File: src/assert_macros.svh
// assertion macros for the relay destination table
`ifndef ASSERT_MACROS_SVH
`define ASSERT_MACROS_SVH
`ifndef ASSERT_OFF
`define ASSERT_IMPL(label, clk, rst_n, prop) \
  label: assert property (@(posedge clk) disable iff (!rst_n) prop) else $error("assertion failed");
`define ASSERT_NEVER(label, clk, rst_n, expr) \
  label: assert property (@(posedge clk) disable iff (!rst_n) !(expr)) else $error("assertion failed");
`else
`define ASSERT_IMPL(label, clk, rst_n, prop)
`define ASSERT_NEVER(label, clk, rst_n, expr)
`endif
`endif

File: src/urdt_pkg.sv
// package: types, constants and codes for the relay destination table
`default_nettype none
package urdt_pkg;
  localparam int unsigned TableEntries = 64;
  localparam int unsigned SlotW = 6;
  localparam int unsigned KeyBytes = 16;
  localparam logic [15:0] NegcacheReset = 16'd2000;

  typedef enum logic [1:0] {
    REQ_DATAGRAM = 2'd0, REQ_OPEN = 2'd1, REQ_ERROR = 2'd2, REQ_TEARDOWN = 2'd3
  } req_e;

  typedef enum logic [1:0] {
    ACT_NONE = 2'd0, ACT_SEND = 2'd1, ACT_OPEN = 2'd2, ACT_CLOSE = 2'd3
  } act_e;

  typedef enum logic [2:0] {
    WHY_NONE = 3'd0, WHY_SOURCE = 3'd1, WHY_HEADER = 3'd2, WHY_NEGCACHE = 3'd3,
    WHY_FULL = 3'd4, WHY_HOSTLEN = 3'd5
  } why_e;

  typedef enum logic [1:0] {
    ADDR_PEER_IP = 2'd0, ADDR_NEGCACHE = 2'd1
  } reg_e;

  typedef enum logic [2:0] {
    ST_IDLE, ST_SEARCH, ST_DECIDE, ST_FREE, ST_TEAR, ST_TEAR_END
  } state_e;

  typedef struct packed {
    logic [1:0]  req_type;
    logic [31:0] src_ip;
    logic [15:0] src_port;
    logic        hdr_ok;
    logic [7:0]  addr_type;
    logic [63:0] host_high;
    logic [63:0] host_low;
    logic [4:0]  host_bytes;
    logic [15:0] dst_port;
    logic [5:0]  slot;
    logic        flag;
    logic [63:0] now_ms;
  } req_t;

  typedef struct packed {
    logic [1:0] action;
    logic [5:0] slot_out;
    logic [2:0] drop_reason;
    logic       last;
  } res_t;

  // controller to datapath
  typedef struct packed {
    logic   load;       // capture request, run source filter
    logic   match_all;  // compare all entries, latch first hit
    logic   decide;     // apply lookup outcome
    logic   event_do;   // open result or error
    logic   tear_step;  // step over one entry of teardown
    logic   tear_clear; // clear all flags
    logic   emit;       // drive result
  } ctl_t;

  // datapath to controller
  typedef struct packed {
    logic       early_done; // result settled at load
    logic       tear_hit;   // current teardown entry live
    logic       tear_final; // no live entry beyond the current one
    logic       tear_end;   // at last entry
    logic       any_live;
  } sts_t;

  function automatic logic [63:0] byte_mask(input logic [4:0] n);
    logic [63:0] m;
    m = '0;
    for (int b = 0; b < 8; b++) begin
      if (5'(b) < n) m[63 - 8*b -: 8] = 8'hff;
    end
    return m;
  endfunction
endpackage
`default_nettype wire

File: src/urdt_ctrl.sv
// controller: sequences one request through lookup, decision, session events and teardown
`default_nettype none
module urdt_ctrl (
  input  logic            clk_i,
  input  logic            rst_ni,
  input  logic            start_i,
  input  urdt_pkg::req_e  req_i,
  input  urdt_pkg::sts_t  sts_i,
  output urdt_pkg::ctl_t  ctl_o,
  output logic            busy_o,
  output logic            last_o
);
  import urdt_pkg::*;

  state_e state_q, state_d;

  // state register
  always_ff @(posedge clk_i or negedge rst_ni) begin
    if (!rst_ni) state_q <= ST_IDLE;
    else state_q <= state_d;
  end

  // next state and commands
  always_comb begin
    state_d = state_q;
    ctl_o = '0;
    last_o = 1'b1;
    busy_o = (state_q != ST_IDLE);
    unique case (state_q)
      ST_IDLE: begin
        if (start_i) begin
          ctl_o.load = 1'b1;
          unique case (req_i)
            REQ_DATAGRAM: state_d = ST_SEARCH;
            REQ_OPEN, REQ_ERROR: state_d = ST_FREE;
            REQ_TEARDOWN: state_d = ST_TEAR;
            default: state_d = ST_IDLE;
          endcase
        end
      end
      ST_SEARCH: begin
        if (sts_i.early_done) begin
          ctl_o.emit = 1'b1;
          state_d = ST_IDLE;
        end else begin
          ctl_o.match_all = 1'b1;
          state_d = ST_DECIDE;
        end
      end
      ST_DECIDE: begin
        ctl_o.decide = 1'b1;
        ctl_o.emit = 1'b1;
        state_d = ST_IDLE;
      end
      ST_FREE: begin
        ctl_o.event_do = 1'b1;
        ctl_o.emit = 1'b1;
        state_d = ST_IDLE;
      end
      ST_TEAR: begin
        ctl_o.tear_step = 1'b1;
        if (sts_i.tear_hit) begin
          ctl_o.emit = 1'b1;
          last_o = sts_i.tear_final;
        end
        if (sts_i.tear_end) state_d = ST_TEAR_END;
      end
      ST_TEAR_END: begin
        // the plain closing word only when nothing was closed
        ctl_o.tear_clear = 1'b1;
        ctl_o.emit = !sts_i.any_live;
        state_d = ST_IDLE;
      end
      default: state_d = ST_IDLE;
    endcase
  end
endmodule
`default_nettype wire

File: config.mk
export PLATFORM = sky130hd
export DESIGN_NAME = urdt_ctrl
export DESIGN_NICKNAME = d
export VERILOG_FILES = /design/src/assert_macros.svh /design/src/urdt_pkg.sv /design/src/urdt_ctrl.sv
export SDC_FILE = /design/constraint.sdc
export NUM_CORES = 1
export LEC_CHECK = 0
export ABC_AREA = 1
export BUFFER_PORTS_ARGS = -buffer_cell sky130_fd_sc_hd__clkbuf_2
export CAP_MARGIN = 20
export CORE_AREA = 2 2 39 41
export DETAILED_ROUTE_END_ITERATION = 7
export DIE_AREA = 0 0 41 43
export PLACE_DENSITY = 0.51
export SYNTH_ARGS = -nofsm -noshare
export SYNTH_HDL_FRONTEND = slang
export SYNTH_SLANG_ARGS = --single-unit
export TNS_END_PERCENT = 5
File: constraint.sdc
create_clock -name clk_i -period 1.1 [get_ports clk_i]
set_clock_uncertainty 0.1 [all_clocks]
set_input_delay 0.165 -clock clk_i [delete_from_list [all_inputs] [get_ports clk_i]]
set_output_delay 0.165 -clock clk_i [all_outputs]
set_load 0.01 [all_outputs]
==> metrics.md <==
| Metric | Value |
|---|---|
| Worst skew pair latency | 0.23 ns |
| Clock-pin slew on the worst setup and hold paths | roughly 0.040 ns |
| Final Cell Area | between 400 and 500 sq um |
| Maximum capacitance violations | 0 |
| Synthesized flop and latch total | 3 |
| P&R area growth vs syn | 82.5% |
| Syn nets | 51 |
| Share of layout cells above drive strength 1 | 50.7% |
| Vias in the first global route | 264 |
| Core area | 1380 sq um |
| Number of diodes | 0 |
| Final worst slack | -0.337 ns |
| Top reg by flops | state_q |
| Largest net degree at the start of global routing | 7 |
| Worst min-delay path class | in2reg |
| Initial DRT Pass Iterations | 4 |
| Syn avg cell area | 6.44 sq um |
| Via count | approximately 340 |
| Max-Slew Margin vs Limit | between 90% and 100% |
| Sequential cell area fraction in the yosys report | 29.1% |
| Crit-path cells | nor2_4 -> nand3_2 -> or2_1 -> clkbuf_2 |
| CP max stage cell | dfrtp_1 |
| Max Slew Vio Count | 0 |
| Yosys warning count | 0 |
| IO Pins | 19 |
| Power Density | 2240 nW/um^2 |
| H-tree levels | 1 |
| Fin util | between 30% and 40% |
| Maximum fanout along the worst path | 3 |
| Yosys cell types | 14 |
| Worst Setup Start Kind | flop |
| Port Buf Inserts | 18 |
| DR WL/cell | 8.08 microns |
| RSZ-0062 raised after global routing | yes |
| Max incr delay on CP | between 0.4 and 0.5 ns |
| Number of routed nets with antenna violations | 0 |
| CTS tree | built |
| Hold Vio Cnt, Final | 0 |
| CTS Buffer Depth | 2 |
| Number of remaining DRC errors | 0 |
| Total global routing overflow | 0 |
| Pleak | a little under 0.3 nW |
| Post-Synthesis Cells | 40 |
| DP HPWL | 567 microns |
| Clock Sinks | 3 |
| Max Fclk | 696 MHz |
| Period utilization | 131% |
| Violated checks | negative setup slack |
| CP Class | reg2out |
| Worst EP required | between 0.8 and 0.9 ns |
| Worst vdd ir | approximately 0.56 mV |
| Worst-margin pin slew | 0.139 ns |
| Die Wd | 41 microns |
| Vias/cell | about 3.9 |
| Regs by FF count | state_q x3 |
| Critical Path End Type | primary output |
| First-pass GRT wire length | 1.12 mm |
| Final setup viols | 11 |
| DRT iter0 DRCs | 4 |
| Syn Std Cell Area | roughly 260 sq um |
| Post-DP Area | 405 sq um |
| Initial cell density of the core | between 10% and 20% |
| Worst path bufs/invs | 1 |
| Nets@finish | 83 |
| CTS root buf | clkbuf_4 |
| # rows | 14 |
| Total Wirelength | roughly 700 microns |
| Total track usage | under 10% |
| Delay-heaviest family, CP | simple AND/OR/NAND/NOR gates |
| Crit path arrival time | between 1 and 1.5 ns |
| Total CTS buffers | 3 |
| Die H | about 43 microns |
| Max FFs per register | 3 |
| Final min period | 1.44 ns |
| Final RePlAce weighted congestion | 0.704 |
| Status | finished, violations left |
| DIE AREA | roughly 1800 sq um |
| Antenna violations before repair | 0 |
-- power by group --
group | switching, W | internal (W)
Combinational | 0.000324 | 0.000320
Clock | 0.0000546 | 0.000136
Sequential | 0.0000609 | 0.000158
-- per-layer routing --
metal	global-route usage (%)	wire length [microns]	up-vias
met4	8.00	14	0
li1	-	-	186
met1	11.0	282	138
met2	14.7	344	15
met5	0	0	-
met3	3.14	62	2
-- worst reg2reg max path, cell delays in order, from the launching register on --
cell     delay, ns
dfrtp_2       0.43
buf_4         0.14
buf_4         0.13
nand3_1       0.07
nand2_1       0.08
nor2_1        0.12
-- Yosys cell counts --
library cell  instances  share of area, %
inv_2                 1               1.5
nor2_4                1               4.4
nand3_2               1               3.9
a21oi_2               1               3.4
nand3_1               5               9.7
ha_1                  1               4.9
nand4_1               1               2.4
nor2_1                7                10
o21ai_0               1               1.9
inv_1                 8                12
nand2_1               8                12
or2_1                 1               2.4
dfrtp_1               3                29
a21boi_0              1               2.9
-- layout by cell type (no fill, tap or decap) --
master         Yosys  final
or2_1              1      1
nand4_1            1      1
ha_1               1      1
inv_2              1      1
nor2_4             1      1
nand3_2            1      1
dlygate4sd3_1      0      1
a21oi_2            1      1
nand3_1            5      5
buf_4              0      8
a21boi_2           0      1
nand2_1            8      8
nor2_1             7      7
dfrtp_1            3      1
buf_2              0      3
clkbuf_4           0      3
clkbuf_2           0     15
o21ai_0            1      1
inv_1              8      8
dfrtp_2            0      2
clkbuf_1           0      1
-- what timing repair did --
item                                    CTS  global route
gates resized for setup                   2             5
hold buffers                              1             0
setup buffers                             1             2
pin swaps                                 1             0
endpoints found under the setup margin   11            12
endpoints found under the hold margin     3             0
-- cell type report --
class	instances	area [sq um]
sequential	3	77.6
fill	158	913
tap	16	20.0
inverter	9	33.8
timing repair buffer	27	160
clock buffer	4	26.3
multi-input combinational	28	153
-- worst paths after layout --
check	slack, ns	from	cells past startpoint	endpoint
worst max-delay path	-0.34	state_q[1]$_DFFE_PN0P_	4	last_o
worst min register to register	0.64	state_q[2]$_DFFE_PN0P_	3	state_q[2]$_DFFE_PN0P_
worst min-delay path	0.13	start_i	3	state_q[2]$_DFFE_PN0P_
max in group asynchronous	0.61	rst_ni	2	state_q[2]$_DFFE_PN0P_
min in group asynchronous	0.16	rst_ni	2	state_q[1]$_DFFE_PN0P_
worst max register to register	-0.04	state_q[2]$_DFFE_PN0P_	5	state_q[0]$_DFFE_PN0P_
-- logic make-up after synthesis --
kind of cell	share of synthesized area (%)
AO/OA/AOI/OAI	8.25
AND/OR/NAND/NOR	44.7
adder cells (fa/ha/maj)	4.85
flip-flops	29.1
buffers and inverters	13.1
-- through the flow --
stage / total power (W) / setup WS [ns] / hold slack [ns] / instances / TNS [ns]
after floorplan: 0.000532 / -0.0657 / -0.231 / 40 / -0.125
after global placement: 0.000800 / -0.105 / -0.137 / 79 / -0.382
after detailed placement: 0.000803 / -0.119 / -0.136 / 79 / -0.484
after CTS: 0.00103 / -0.345 / 0.141 / 85 / -2.27
after global routing: 0.00117 / -0.405 / 0.146 / 87 / -2.97
final: 0.00105 / -0.337 / 0.131 / 87 / -2.15
No activity file was read; power rests on OpenSTA's default activity.
